File: config.mk
export PLATFORM = sky130hd
export DESIGN_NAME = autoscaled_load_bar_graph
export DESIGN_NICKNAME = d
export VERILOG_FILES = /design/src/hw/rtl/albg_pkg.sv /design/src/hw/rtl/albg_ram.sv /design/src/hw/rtl/albg_div.sv /design/src/hw/rtl/autoscaled_load_bar_graph.sv
export SDC_FILE = /design/constraint.sdc
export NUM_CORES = 1
export LEC_CHECK = 0
export ABC_CLOCK_PERIOD_IN_PS = 5450
export BUFFER_PORTS_ARGS = -buffer_cell sky130_fd_sc_hd__buf_2
export CAP_MARGIN = 5
export CORE_UTILIZATION = 50
export DETAILED_ROUTE_END_ITERATION = 10
export PLACE_DENSITY = 0.68
export SYNTH_ARGS = -nofsm -noshare
export SYNTH_HDL_FRONTEND = slang
export SYNTH_SLANG_ARGS = --single-unit
File: constraint.sdc
create_clock -name clk -period 5.45 [get_ports clk]
set_input_delay 1.09 -clock clk [delete_from_list [all_inputs] [get_ports clk]]
set_output_delay 1.09 -clock clk [all_outputs]
set_load 0.01 [all_outputs]
File: src/hw/rtl/albg_pkg.sv
`default_nettype none

package albg_pkg;

    // Sizes
    localparam int HISTORY_DEPTH_DEF = 32;
    localparam int MAX_COLS_LIMIT    = 32;
    localparam int LOAD_W            = 16;
    localparam int COL_W             = 5;
    localparam int CNT_W             = 6;
    localparam int FS_W              = 8;
    localparam int BAR_W             = 8;
    localparam int TOP_W             = 9;
    localparam int STAT_W            = 2;
    localparam int PROD_W            = LOAD_W + FS_W;
    localparam int CFG_IDX_W         = 2;
    localparam int CFG_DATA_W        = 16;
    localparam int DIV_STEPS         = 16;
    localparam int DIV_CNT_W         = 5;

    // Register reset values
    localparam logic [CNT_W-1:0]  COLS_RST = CNT_W'(19);
    localparam logic [FS_W-1:0]   FS_RST   = FS_W'(24);
    localparam logic [LOAD_W-1:0] LOW_RST  = LOAD_W'(13);
    localparam logic [LOAD_W-1:0] HIGH_RST = LOAD_W'(333);

    typedef enum logic [CFG_IDX_W-1:0] {
        CFG_COLUMNS   = 2'd0,
        CFG_FULL_SCALE = 2'd1,
        CFG_LOW_THR   = 2'd2,
        CFG_HIGH_THR  = 2'd3
    } cfg_reg_t;

    typedef enum logic [STAT_W-1:0] {
        ALERT_OFF   = 2'd0,
        ALERT_ON    = 2'd1,
        ALERT_BLINK = 2'd2
    } alert_t;

    typedef enum logic [2:0] {
        S_IDLE,
        S_SHIFT,
        S_LAST,
        S_SCALE,
        S_MUL,
        S_DIVS,
        S_DIVW,
        S_OUT
    } state_t;

    typedef struct packed {
        logic [LOAD_W-1:0] new_load;
        logic              sample_valid;
    } in_item_t;

    typedef struct packed {
        logic [COL_W-1:0]  column;
        logic [BAR_W-1:0]  bar_height;
        logic [TOP_W-1:0]  scale_top;
        logic [STAT_W-1:0] alert_status;
        logic              last_column;
    } out_item_t;

    typedef struct packed {
        logic             done;
        logic [BAR_W-1:0] quotient;
    } div_status_t;

endpackage

`default_nettype wire

File: src/hw/rtl/albg_ram.sv
`default_nettype none

module albg_ram #(
    parameter int WIDTH = albg_pkg::LOAD_W,
    parameter int DEPTH = albg_pkg::HISTORY_DEPTH_DEF
) (
    input  wire logic                     clk,
    input  wire logic                     wr_en,
    input  wire logic [$clog2(DEPTH)-1:0] wr_addr,
    input  wire logic [WIDTH-1:0]         wr_data,
    input  wire logic                     rd_en,
    input  wire logic [$clog2(DEPTH)-1:0] rd_addr,
    output logic      [WIDTH-1:0]         rd_data
);

    logic [WIDTH-1:0] mem [DEPTH];

    // Write port
    always_ff @(posedge clk)
    begin
        if (wr_en)
        begin
            mem[wr_addr] <= wr_data;
        end
    end

    // Registered read; data holds while rd_en is low
    always_ff @(posedge clk)
    begin
        if (rd_en)
        begin
            rd_data <= mem[rd_addr];
        end
    end

endmodule

`default_nettype wire

File: src/hw/rtl/albg_div.sv
`default_nettype none

// Restoring divider, one quotient bit per cycle.
module albg_div (
    input  wire logic                          clk,
    input  wire logic                          rst_n,
    input  wire logic                          start,
    input  wire logic [albg_pkg::LOAD_W-1:0]   dividend,
    input  wire logic [albg_pkg::TOP_W-1:0]    divisor,
    output albg_pkg::div_status_t              status
);

    logic [albg_pkg::TOP_W-1:0]     rem_reg;
    logic [albg_pkg::LOAD_W-1:0]    quo_reg;
    logic [albg_pkg::TOP_W-1:0]     dsr_reg;
    logic [albg_pkg::DIV_CNT_W-1:0] count_reg;
    logic                           done_reg;

    logic [albg_pkg::TOP_W:0]       trial;
    logic                           fits;

    // Trial subtract of the next partial remainder
    assign trial = {rem_reg, quo_reg[albg_pkg::LOAD_W-1]};
    assign fits  = (trial >= {1'b0, dsr_reg});

    // Step counter and done pulse
    always_ff @(posedge clk or negedge rst_n)
    begin
        if (!rst_n)
        begin
            count_reg <= '0;
            done_reg  <= 1'b0;
        end
        else
        begin
            done_reg <= 1'b0;
            if (start)
            begin
                count_reg <= albg_pkg::DIV_CNT_W'(albg_pkg::DIV_STEPS);
            end
            else if (count_reg != '0)
            begin
                count_reg <= count_reg - 1'b1;
                done_reg  <= (count_reg == albg_pkg::DIV_CNT_W'(1));
            end
        end
    end

    // Remainder and quotient shift
    always_ff @(posedge clk)
    begin
        if (start)
        begin
            rem_reg <= '0;
            quo_reg <= dividend;
            dsr_reg <= divisor;
        end
        else if (count_reg != '0)
        begin
            rem_reg <= fits ? albg_pkg::TOP_W'(trial - {1'b0, dsr_reg})
                            : trial[albg_pkg::TOP_W-1:0];
            quo_reg <= {quo_reg[albg_pkg::LOAD_W-2:0], fits};
        end
    end

    assign status.done     = done_reg;
    assign status.quotient = quo_reg[albg_pkg::BAR_W-1:0];

endmodule

`default_nettype wire

File: src/hw/rtl/autoscaled_load_bar_graph.sv
`default_nettype none

// Autoscaled load bar graph. Each accepted transaction carries one 8.8 load
// sample. The block scrolls the sample into the history window, finds the
// window maximum and rounds it up to the scale top. It then delivers one
// result per column, oldest first, with last_column set on the final one.
// in_stall stays high for the whole update after a sample is accepted. The
// update is made of:
//   - a scroll pass over the columns of the dual-port history RAM,
//   - a step to latch the scale top and the status,
//   - per column: one multiply, a 16-step restoring divider and
//     one output load. This part sets the rate.
// Each result held by out_stall lengthens the update.
// in_stall stays high until the last result of the update has been loaded
// into the output register. History entries read as zero until written.
// Per-entry valid flops track this, so no clearing pass is needed after reset.
module autoscaled_load_bar_graph #(
    parameter int HISTORY_DEPTH = albg_pkg::HISTORY_DEPTH_DEF
) (
    input  wire logic                              clk,
    input  wire logic                              rst_n,
    input  wire logic                              in_valid,
    output logic                                   in_stall,
    input  wire albg_pkg::in_item_t                in_data,
    output logic                                   out_valid,
    input  wire logic                              out_stall,
    output albg_pkg::out_item_t                    out_data,
    input  wire logic                              cfg_wr_en,
    input  wire logic [albg_pkg::CFG_IDX_W-1:0]    cfg_index,
    input  wire logic [albg_pkg::CFG_DATA_W-1:0]   cfg_data
);

    localparam int AW       = $clog2(HISTORY_DEPTH);
    localparam int MAX_COLS = (HISTORY_DEPTH < albg_pkg::MAX_COLS_LIMIT) ?
                              HISTORY_DEPTH : albg_pkg::MAX_COLS_LIMIT;

    // Configuration
    logic [albg_pkg::CNT_W-1:0]  cols_reg;
    logic [albg_pkg::FS_W-1:0]   fs_reg;
    logic [albg_pkg::LOAD_W-1:0] low_reg;
    logic [albg_pkg::LOAD_W-1:0] high_reg;

    // Sequencer and datapath
    albg_pkg::state_t            state_reg;
    albg_pkg::state_t            state_next;
    logic [albg_pkg::LOAD_W-1:0] sample_reg;
    logic                        svalid_reg;
    logic [albg_pkg::CNT_W-1:0]  n_reg;
    logic [albg_pkg::COL_W-1:0]  idx_reg;
    logic [albg_pkg::LOAD_W-1:0] peak_reg;
    logic [albg_pkg::LOAD_W-1:0] newest_reg;
    logic [albg_pkg::TOP_W-1:0]  top_reg;
    albg_pkg::alert_t            status_reg;
    logic [albg_pkg::PROD_W-1:0] prod_reg;
    logic [HISTORY_DEPTH-1:0]    valid_bits_reg;
    logic                        rd_ok_reg;
    logic                        out_valid_reg;
    albg_pkg::out_item_t         out_data_reg;

    // Controls
    logic                        in_accept;
    logic                        rd_en;
    logic [AW-1:0]               rd_addr;
    logic                        wr_en;
    logic [AW-1:0]               wr_addr;
    logic [albg_pkg::LOAD_W-1:0] wr_data;
    logic                        div_start;
    logic                        out_load;

    logic [albg_pkg::CNT_W-1:0]  n_win;
    logic [albg_pkg::COL_W-1:0]  last_idx;
    logic                        last_shift;
    logic                        last_col;
    logic [albg_pkg::LOAD_W-1:0] ram_q;
    logic [albg_pkg::LOAD_W-1:0] rd_val;
    logic [albg_pkg::LOAD_W-1:0] newest_val;
    logic [albg_pkg::LOAD_W:0]   peak_round;
    logic [albg_pkg::TOP_W-1:0]  top_raw;
    logic [albg_pkg::TOP_W-1:0]  top_calc;
    albg_pkg::alert_t            status_calc;
    albg_pkg::div_status_t       div_stat;

    // Configuration writes
    always_ff @(posedge clk or negedge rst_n)
    begin
        if (!rst_n)
        begin
            cols_reg <= albg_pkg::COLS_RST;
            fs_reg   <= albg_pkg::FS_RST;
            low_reg  <= albg_pkg::LOW_RST;
            high_reg <= albg_pkg::HIGH_RST;
        end
        else if (cfg_wr_en)
        begin
            unique case (albg_pkg::cfg_reg_t'(cfg_index))
                albg_pkg::CFG_COLUMNS:    cols_reg <= cfg_data[albg_pkg::CNT_W-1:0];
                albg_pkg::CFG_FULL_SCALE: fs_reg   <= cfg_data[albg_pkg::FS_W-1:0];
                albg_pkg::CFG_LOW_THR:    low_reg  <= cfg_data[albg_pkg::LOAD_W-1:0];
                albg_pkg::CFG_HIGH_THR:   high_reg <= cfg_data[albg_pkg::LOAD_W-1:0];
            endcase
        end
    end

    // Effective window size and loop ends
    assign n_win = (cols_reg == '0) ? albg_pkg::CNT_W'(1) :
                   (cols_reg > albg_pkg::CNT_W'(MAX_COLS)) ? albg_pkg::CNT_W'(MAX_COLS) :
                   cols_reg;
    assign last_idx   = albg_pkg::COL_W'(n_reg - 1'b1);
    assign last_shift = ({1'b0, idx_reg} + albg_pkg::CNT_W'(2)) == n_reg;
    assign last_col   = (idx_reg == last_idx);

    assign in_accept  = in_valid && !in_stall;
    assign in_stall   = (state_reg != albg_pkg::S_IDLE);

    // Never-written entries read as zero
    assign rd_val     = rd_ok_reg ? ram_q : '0;
    assign newest_val = svalid_reg ? sample_reg : rd_val;

    // Scale top and alert status
    assign peak_round = {1'b0, peak_reg} + (albg_pkg::LOAD_W + 1)'(255);
    assign top_raw    = peak_round[albg_pkg::LOAD_W:8];
    assign top_calc   = (top_raw == '0) ? albg_pkg::TOP_W'(1) : top_raw;

    always_comb
    begin
        status_calc = albg_pkg::ALERT_ON;
        if (low_reg < high_reg)
        begin
            status_calc = (peak_reg > low_reg) ? albg_pkg::ALERT_ON : albg_pkg::ALERT_OFF;
            if (newest_reg > high_reg)
            begin
                status_calc = albg_pkg::ALERT_BLINK;
            end
        end
    end

    // Next state
    always_comb
    begin
        state_next = state_reg;
        unique case (state_reg)
            albg_pkg::S_IDLE:
            begin
                if (in_accept)
                begin
                    state_next = (n_win == albg_pkg::CNT_W'(1)) ? albg_pkg::S_LAST
                                                                : albg_pkg::S_SHIFT;
                end
            end
            albg_pkg::S_SHIFT:
            begin
                if (last_shift)
                begin
                    state_next = albg_pkg::S_LAST;
                end
            end
            albg_pkg::S_LAST:  state_next = albg_pkg::S_SCALE;
            albg_pkg::S_SCALE: state_next = albg_pkg::S_MUL;
            albg_pkg::S_MUL:   state_next = albg_pkg::S_DIVS;
            albg_pkg::S_DIVS:  state_next = albg_pkg::S_DIVW;
            albg_pkg::S_DIVW:
            begin
                if (div_stat.done)
                begin
                    state_next = albg_pkg::S_OUT;
                end
            end
            albg_pkg::S_OUT:
            begin
                if (out_load)
                begin
                    state_next = last_col ? albg_pkg::S_IDLE : albg_pkg::S_MUL;
                end
            end
        endcase
    end

    // Sequencer outputs
    always_comb
    begin
        rd_en     = 1'b0;
        rd_addr   = '0;
        wr_en     = 1'b0;
        wr_addr   = '0;
        wr_data   = rd_val;
        div_start = 1'b0;
        out_load  = 1'b0;
        unique case (state_reg)
            albg_pkg::S_IDLE:
            begin
                // fetch slot 1, or slot 0 for a one-column window
                rd_en   = in_accept;
                rd_addr = (n_win == albg_pkg::CNT_W'(1)) ? '0 : AW'(1);
            end
            albg_pkg::S_SHIFT:
            begin
                // move slot idx+1 down to idx, fetch the next one
                wr_en   = 1'b1;
                wr_addr = AW'(idx_reg);
                rd_en   = !last_shift;
                rd_addr = AW'({1'b0, idx_reg} + albg_pkg::CNT_W'(2));
            end
            albg_pkg::S_LAST:
            begin
                wr_en   = 1'b1;
                wr_addr = AW'(last_idx);
                wr_data = newest_val;
            end
            albg_pkg::S_SCALE:
            begin
                rd_en   = 1'b1;
                rd_addr = '0;
            end
            albg_pkg::S_MUL:
            begin
            end
            albg_pkg::S_DIVS:
            begin
                div_start = 1'b1;
            end
            albg_pkg::S_DIVW:
            begin
            end
            albg_pkg::S_OUT:
            begin
                out_load = !out_valid_reg || !out_stall;
                rd_en    = out_load && !last_col;
                rd_addr  = AW'({1'b0, idx_reg} + albg_pkg::CNT_W'(1));
            end
        endcase
    end

    // Control state
    always_ff @(posedge clk or negedge rst_n)
    begin
        if (!rst_n)
        begin
            state_reg      <= albg_pkg::S_IDLE;
            valid_bits_reg <= '0;
            rd_ok_reg      <= 1'b0;
            out_valid_reg  <= 1'b0;
        end
        else
        begin
            state_reg <= state_next;
            if (wr_en)
            begin
                valid_bits_reg[wr_addr] <= 1'b1;
            end
            if (rd_en)
            begin
                rd_ok_reg <= valid_bits_reg[rd_addr];
            end
            if (out_load)
            begin
                out_valid_reg <= 1'b1;
            end
            else if (!out_stall)
            begin
                out_valid_reg <= 1'b0;
            end
        end
    end

    // Datapath registers
    always_ff @(posedge clk)
    begin
        unique case (state_reg)
            albg_pkg::S_IDLE:
            begin
                if (in_accept)
                begin
                    sample_reg <= in_data.new_load;
                    svalid_reg <= in_data.sample_valid;
                    n_reg      <= n_win;
                    idx_reg    <= '0;
                    peak_reg   <= '0;
                end
            end
            albg_pkg::S_SHIFT:
            begin
                if (rd_val > peak_reg)
                begin
                    peak_reg <= rd_val;
                end
                if (!last_shift)
                begin
                    idx_reg <= idx_reg + 1'b1;
                end
            end
            albg_pkg::S_LAST:
            begin
                newest_reg <= newest_val;
                if (newest_val > peak_reg)
                begin
                    peak_reg <= newest_val;
                end
            end
            albg_pkg::S_SCALE:
            begin
                top_reg    <= top_calc;
                status_reg <= status_calc;
                idx_reg    <= '0;
            end
            albg_pkg::S_MUL:
            begin
                prod_reg <= albg_pkg::PROD_W'(rd_val) * albg_pkg::PROD_W'(fs_reg);
            end
            albg_pkg::S_DIVS:
            begin
            end
            albg_pkg::S_DIVW:
            begin
            end
            albg_pkg::S_OUT:
            begin
                if (out_load)
                begin
                    idx_reg                   <= idx_reg + 1'b1;
                    out_data_reg.column       <= idx_reg;
                    out_data_reg.bar_height   <= div_stat.quotient;
                    out_data_reg.scale_top    <= top_reg;
                    out_data_reg.alert_status <= status_reg;
                    out_data_reg.last_column  <= last_col;
                end
            end
        endcase
    end

    // History window storage
    albg_ram #(
        .WIDTH (albg_pkg::LOAD_W),
        .DEPTH (HISTORY_DEPTH)
    ) u_hist (
        .clk     (clk),
        .wr_en   (wr_en),
        .wr_addr (wr_addr),
        .wr_data (wr_data),
        .rd_en   (rd_en),
        .rd_addr (rd_addr),
        .rd_data (ram_q)
    );

    // Shared divider: (sample * full_scale >> 8) / scale_top
    albg_div u_div (
        .clk      (clk),
        .rst_n    (rst_n),
        .start    (div_start),
        .dividend (prod_reg[albg_pkg::PROD_W-1:8]),
        .divisor  (top_reg),
        .status   (div_stat)
    );

    assign out_valid = out_valid_reg;
    assign out_data  = out_data_reg;

endmodule

`default_nettype wire

==> key figures, run 1 <==
Drt
  • Routed len/inst: between 20 and 25 µm
  • Detailed Route WL: about 95000 µm
  • DRC viols: 0
  • DRT iter0 DRCs: 2475
  • Drt pass-1 iters: 6
  • Vias per cell: roughly 5.9
  • Vias: 24154
  • ANT nets after route: 0

Setup path
  • Crit start category: flip-flop
  • R2R Setup Slk: 0.14 ns
  • Capturing point of the worst reg2reg path: prod_reg[22]
  • Worst setup EP type: flip-flop
  • CP max stage cell: fa_1
  • Worst EP required: between 5 and 6 ns
  • Critical path cell sequence: buf_4 -> and3_1 -> fa_1 -> fa_1 -> fa_1 -> inv_1 -> fa_1 -> inv_1 -> ha_4 -> nand3_1 -> nor3_1 -> a221o_1 -> buf_4 -> nand4_1 -> a31o_2 -> a211o_1 -> o21bai_1 -> xor2_1
  • Biggest cell delay along the critical path: 0.57 ns
  • Data arrival, critical path: about 5.7 ns
  • CP delay by family, top: adder cells
  • Cell depth of the worst setup path: 18
  • Crit path launch: rd_ok_reg
  • CP endpoint: prod_reg[22]
  • Crit-path most repeated cell: fa_1
  • Critical-path maximum fanout: 8
  • Worst Reg-to-Reg Cells: 18
  • Critical path type: flip-flop to flip-flop
  • Worst r2r src: rd_ok_reg
  • CP bufs+invs: 4

Timing
  • Rel. slew slack: 0.129
  • Endpoints failing setup: 0
  • Worst-margin pin slew: 1.31 ns
  • Crit share post-route: 0.975
  • Min Tclk post-route: between 5 and 6 ns
  • Max-slew violations: 0
  • Hold WS: 0.422 ns
  • Final Hold Viols: 0
  • Worst clock skew: ~0.035 ns
  • RSZ-0062 raised after global routing: true
  • Setup TNS: 0 ns
  • FMAX: roughly 0.19 GHz

Global route
  • Global-route wire length before repair: between 100000 and 150000 µm
  • GRT Resource Usage Total: 0.257
  • Largest net degree at the start of global routing: roughly 120
  • Initial antenna violation count: 1
  • Overflow after GRT: 0
  • Vias in the first global route: 24293

Cells and area
  • Layout area overhead: 12.6%
  • Layout Utilization: 0.569
  • Final nets: 3341
  • Share of layout cells above drive strength 1: 0.145
  • Multi-input logic area: between 10000 and 15000 µm²
  • Final std cells w/o fill: 4106
  • Largest register FFs: slightly above 500
  • Number of fill cells: 5840
  • Sequential cell area: 22400 µm²

Placed design
  • Post-Place Cells: around 4000
  • IO buf count: 66
  • Post-DP HPWL: 61700 µm
  • GPL Wtd Cong: just under 0.9

Clock tree
  • Num CTS Buffers: 80
  • Clock sink total: between 700 and 800
  • Clk_lat worst skew: ~0.64 ns
  • CTS clk-pin slew, worst paths: ~0.060 ns
  • Hold buffer count at cts: 0
  • H-tree Lvls: 3
  • Root buffer cell: clkbuf_16
  • CTS Buffer Depth: 3
  • CTS tree: done

Yosys
  • Synth top cells by count: edfxtp_1, nand2_1, inv_1, a211oi_1, ha_1
  • Netlist cell types: 77
  • Compound-Gate Fraction of Synth Area: 0.102
  • Synth Area in XOR/XNOR: 0.00929
  • Most frequent cell after synthesis: edfxtp_1
  • Synth Area in Adders: 0.0917
  • Cell Area, Synth: approximately 37000 µm²
  • Share of Yosys cell area claimed by the top area cell type: 0.543
  • Synth Register Bits: 763
  • Avg Cell Area, Syn: ~12 µm²
  • Asr flop ratio synth: 0.117
  • Multiplexer share of the synthesized area: 0.0229
  • Biggest area consumer among synthesized cells: edfxtp_1
  • Ranking of synthesized cells by area: edfxtp_1, nand2_1, dfrtp_1
  • Largest family of logic cells by synthesized area: simple AND/OR/NAND/NOR gates
  • Syn_nets: around 3200
  • Post-synth EDFFs: around 670
  • Fraction of the mapped netlist area in simple logic gates: 0.126
  • Sequential fraction of the synthesis area: 0.609
  • Synth warn: 0
  • Synth Instances: roughly 3000
  • Primary FF master, synth: edfxtp_1

Die
  • Die area: about 75000 µm²
  • Die Span X: roughly 270 µm
  • Row count: 99
  • Core area: 72800 µm²
  • Initial core utilization: 0.505
  • IO Pins: 67
  • Die height: 273 µm

Hold path
  • HP Class: flip-flop to flip-flop

Power and ir drop
  • Max IR drop VDD: 414 µV
  • Tot Pwr: slightly above 0.02 W
  • P per Cell Area: a little under 500 nW/µm²
  • Leakage: 16.5 nW

Outcome
  • Outcome: complete, no violations

Job
  • Max-Cap Viols: 0
==> placed cells by master, fill, tap and decap left out, types with 83 or more instances in the layout <==
cell,netlist,final
ha_1,135,133
edfxtp_1,665,665
fa_1,84,84
and3_1,109,109
clkbuf_16,0,83
nor2_1,90,86
nand2_1,521,521
buf_4,9,121
a211oi_1,135,135
inv_1,184,182
==> worst min path at each step <==
stage	slack (ns)	end	start	depth (start not counted)
global route	0.43	out_data[2]	status_reg[1]	0
floorplan	0.40	out_data[1]	status_reg[0]	0
CTS	0.42	out_data[2]	status_reg[1]	0
finish	0.42	out_data[2]	status_reg[1]	0
global placement	0.43	out_data[2]	status_reg[1]	0
detailed placement	0.41	out_data[2]	status_reg[1]	0
==> cells by family (layout without fill, tap and decap cells) <==
kind of cell               count (synthesis)  after routing
AOI/OAI and AO/OA                        522            522
xor gates and xnor gates                  39             39
adders and majority gates                219            219
buffers and inverters                    347            533
DFF                                      763            763
muxes                                     78             78
other                                      0              2
and+or+nand+nor                          991            991
==> stage by stage <==
| stage | instance area [µm²] | setup slack, ns |
|---|---|---|
| 6_report | 41400 | 0.139 |
| 5_1_grt | 41400 | -0.0213 |
| 4_1_cts | 41300 | 0.0487 |
| 3_5_place_dp | 38800 | -0.00778 |
| 3_3_place_gp | 38800 | 0.0690 |
| 2_1_floorplan | 36800 | 0.00949 |
==> area by class of cell <==
type	count	area share
Inverter	185	0.0168
Timing Repair Buffer	203	0.0371
Antenna cell	2	0.000121
Clock inverter	37	0.00671
Clock buffer	108	0.0539
Sequential cell	763	0.541
Tap cell	959	0.0290
Multi-Input combinational cell	1849	0.316
==> timing repair <==
item / in CTS / in global routing
endpoints found under the hold margin: 0 / 0
setup endpoints to repair: 1 / 5
pin swaps: 0 / 5
setup buffers: 0 / 3
resized for setup: 2 / 15
==> per-layer routing <==
| layer | track usage | vias to the layer above | part of all wire |
|---|---|---|---|
| li1 | - | 11021 | - |
| met1 | 0.348 | 12013 | 0.41 |
| met2 | 0.415 | 933 | 0.48 |
| met3 | 0.0339 | 187 | 0.070 |
| met4 | 0.114 | 0 | 0.039 |
| met5 | 0 | - | 0 |
==> where the power goes <==
part / switching [W] / leakage, nW / internal, W
logic: 0.00475 / 8.05 / 0.00275
clock network: 0.00222 / 1.24 / 0.00301
registers: 0.000469 / 7.19 / 0.00732
total: 0.00744 / 16.5 / 0.0131
(Power assumes the default switching activity.)
==> run 2, diff against run 1 <==
- MAX_ROUTING_LAYER: not set -> met4
==> key figures, run 2 (synthesis gave the netlist of run 1 again) <==
Outcome
  • Outcome: complete, no violations

Cells and area
  • Multi-input logic area: between 10000 and 15000 µm²
  • Final nets: between 3000 and 4000
  • Largest register FFs: about 510
  • Final std cells w/o fill: roughly 4100
  • Share of layout cells above drive strength 1: 0.155
  • Fin area: ~42000 µm²
  • Number of fill cells: 5836
  • Layout area overhead: 13.8%
  • Commonest non-fill, non-tap cells in the layout: edfxtp_1, nand2_1, inv_1
  • Commonest non-fill, non-tap cell in the layout: edfxtp_1
  • Sequential cell area: about 22000 µm²

Die
  • Die area: between 70000 and 80000 µm²
  • Initial core utilization: 0.505
  • Die Span X: around 270 µm
  • Core area: around 73000 µm²
  • Die height: between 200 and 300 µm
  • Row count: 99
  • IO Pins: 67

Drt
  • Drt pass-1 iters: 5
  • Vias per cell: a little under 6
  • DRT iter0 DRCs: 2588
  • Vias: ~24000
  • Detailed Route WL: 95300 µm
  • ANT nets after route: 0
  • Routed len/inst: roughly 23 µm
  • DRC viols: 0

Clock tree
  • CTS clk-pin slew, worst paths: approximately 0.07 ns
  • Clock sink total: roughly 760
  • Root buffer cell: clkbuf_16
  • CTS tree: done
  • Num CTS Buffers: 82
  • H-tree Lvls: 3
  • CTS Buffer Depth: 3
  • Clk_lat worst skew: 0.67 ns

Hold path
  • Hold path depth: 0
  • HP Class: flip-flop to flip-flop

Setup path
  • Data arrival, critical path: around 5.7 ns
  • Crit start category: flip-flop
  • Biggest cell delay along the critical path: 0.53 ns
  • Worst Reg-to-Reg Cells: 18
  • Crit-path most repeated cell: fa_1
  • CP max stage cell: dfrtp_4
  • Critical path type: flip-flop to flip-flop
  • Critical path cell sequence: buf_4 -> buf_4 -> and3_1 -> fa_2 -> fa_1 -> inv_1 -> fa_1 -> fa_1 -> inv_1 -> ha_1 -> nor3_1 -> o21ai_1 -> a221o_1 -> and2_1 -> a311o_1 -> a21oi_2 -> nor2b_1 -> o311a_1
  • Worst EP required: 5.86 ns
  • Critical-path maximum fanout: 7
  • Worst setup EP type: flip-flop

Global route
  • Initial antenna violation count: 2
  • GRT Resource Usage Total: 0.264
  • Global-route wire length before repair: 144000 µm
  • Largest net degree at the start of global routing: approximately 120
  • Vias in the first global route: about 24000
  • Overflow after GRT: 0

Timing
  • Endpoints failing setup: 0
  • Setup TNS: 0 ns
  • Crit share post-route: 0.969
  • FMAX: ~0.19 GHz
  • Final Hold Viols: 0
  • Worst-margin pin slew: about 1.4 ns
  • Min Tclk post-route: around 5.3 ns
  • Rel. slew slack: 0.0688
  • Worst clock skew: around 0.068 ns
  • Max-slew violations: 0

Power and ir drop
  • Leakage: 16.6 nW
  • Tot Pwr: about 0.021 W
  • Max IR drop VDD: approximately 320 µV
  • P per Cell Area: 504 nW/µm²

Placed design
  • GPL Wtd Cong: approximately 0.9
  • Post-Place Cells: 3956
  • Placed instance area: just under 40000 µm²
  • Post-DP HPWL: roughly 60000 µm
  • IO buf count: 66

Job
  • Max-Cap Viols: 0
run 2: final timing paths:
path                               startpoint                  to  slack (ns)
worst min register to register  status_reg[1]         out_data[2]        0.42
worst max register to register      rd_ok_reg        prod_reg[16]        0.17
max in group asynchronous               rst_n  u_div.count_reg[4]        3.94
worst max-delay path                rd_ok_reg        prod_reg[16]        0.17
min in group asynchronous               rst_n  valid_bits_reg[28]        0.45
worst min-delay path            status_reg[1]         out_data[2]        0.42
run 2: critical path, delay by kind of cell (launching register included):
kind,cells,cell delay (ns)
AO/OA/AOI/OAI,5,1.38
adder cells (fa/ha/maj),5,2.09
buffers and inverters,4,0.41
flip-flops,1,0.53
AND/OR/NAND/NOR,4,0.62
run 2: layer usage:
layer  vias to the layer above  global-route usage  wire, µm
met2                       934               0.419     45800
met4                         0              0.0957      3190
met3                       199              0.0375      6170
met5                         -                   -         0
li1                      11067                   -         -
met1                     12196               0.347     40000
run 2: layout make-up:
| type | count | area share |
|---|---|---|
| diodes | 3 | 0.000179 |
| flip-flops and latches | 763 | 0.535 |
| repair buffers | 219 | 0.0391 |
| multi-input cells | 1849 | 0.314 |
| clock buffers | 118 | 0.0547 |
| clock inverters | 34 | 0.0112 |
| inverters | 185 | 0.0166 |
| well taps | 959 | 0.0287 |
run 2: metrics by stage:
step / utilization / hold WS, ns / worst slack [ns]
3_3_place_gp: 0.533 / 0.419 / 0.0552
3_5_place_dp: 0.533 / 0.421 / -0.0634
5_1_grt: 0.574 / 0.427 / -0.0166
2_1_floorplan: - / 0.400 / 0.00949
4_1_cts: 0.571 / 0.421 / 0.0423
6_report: 0.574 / 0.421 / 0.168
run 2: repair_timing:
action	CTS	global route
hold buffers	0	0
resized for setup	1	33
pin swaps	0	27
setup buffers	1	17
gates cloned	0	1
endpoints found under the setup margin	4	6
run 2: report_power, final:
| part | leakage (nW) | internal (W) | switching (W) | total [W] |
|---|---|---|---|---|
| Combinational | 8.10 | 0.00283 | 0.00479 | 0.00763 |
| Sequential | 7.19 | 0.00732 | 0.000490 | 0.00781 |
| Clock | 1.34 | 0.00329 | 0.00235 | 0.00564 |
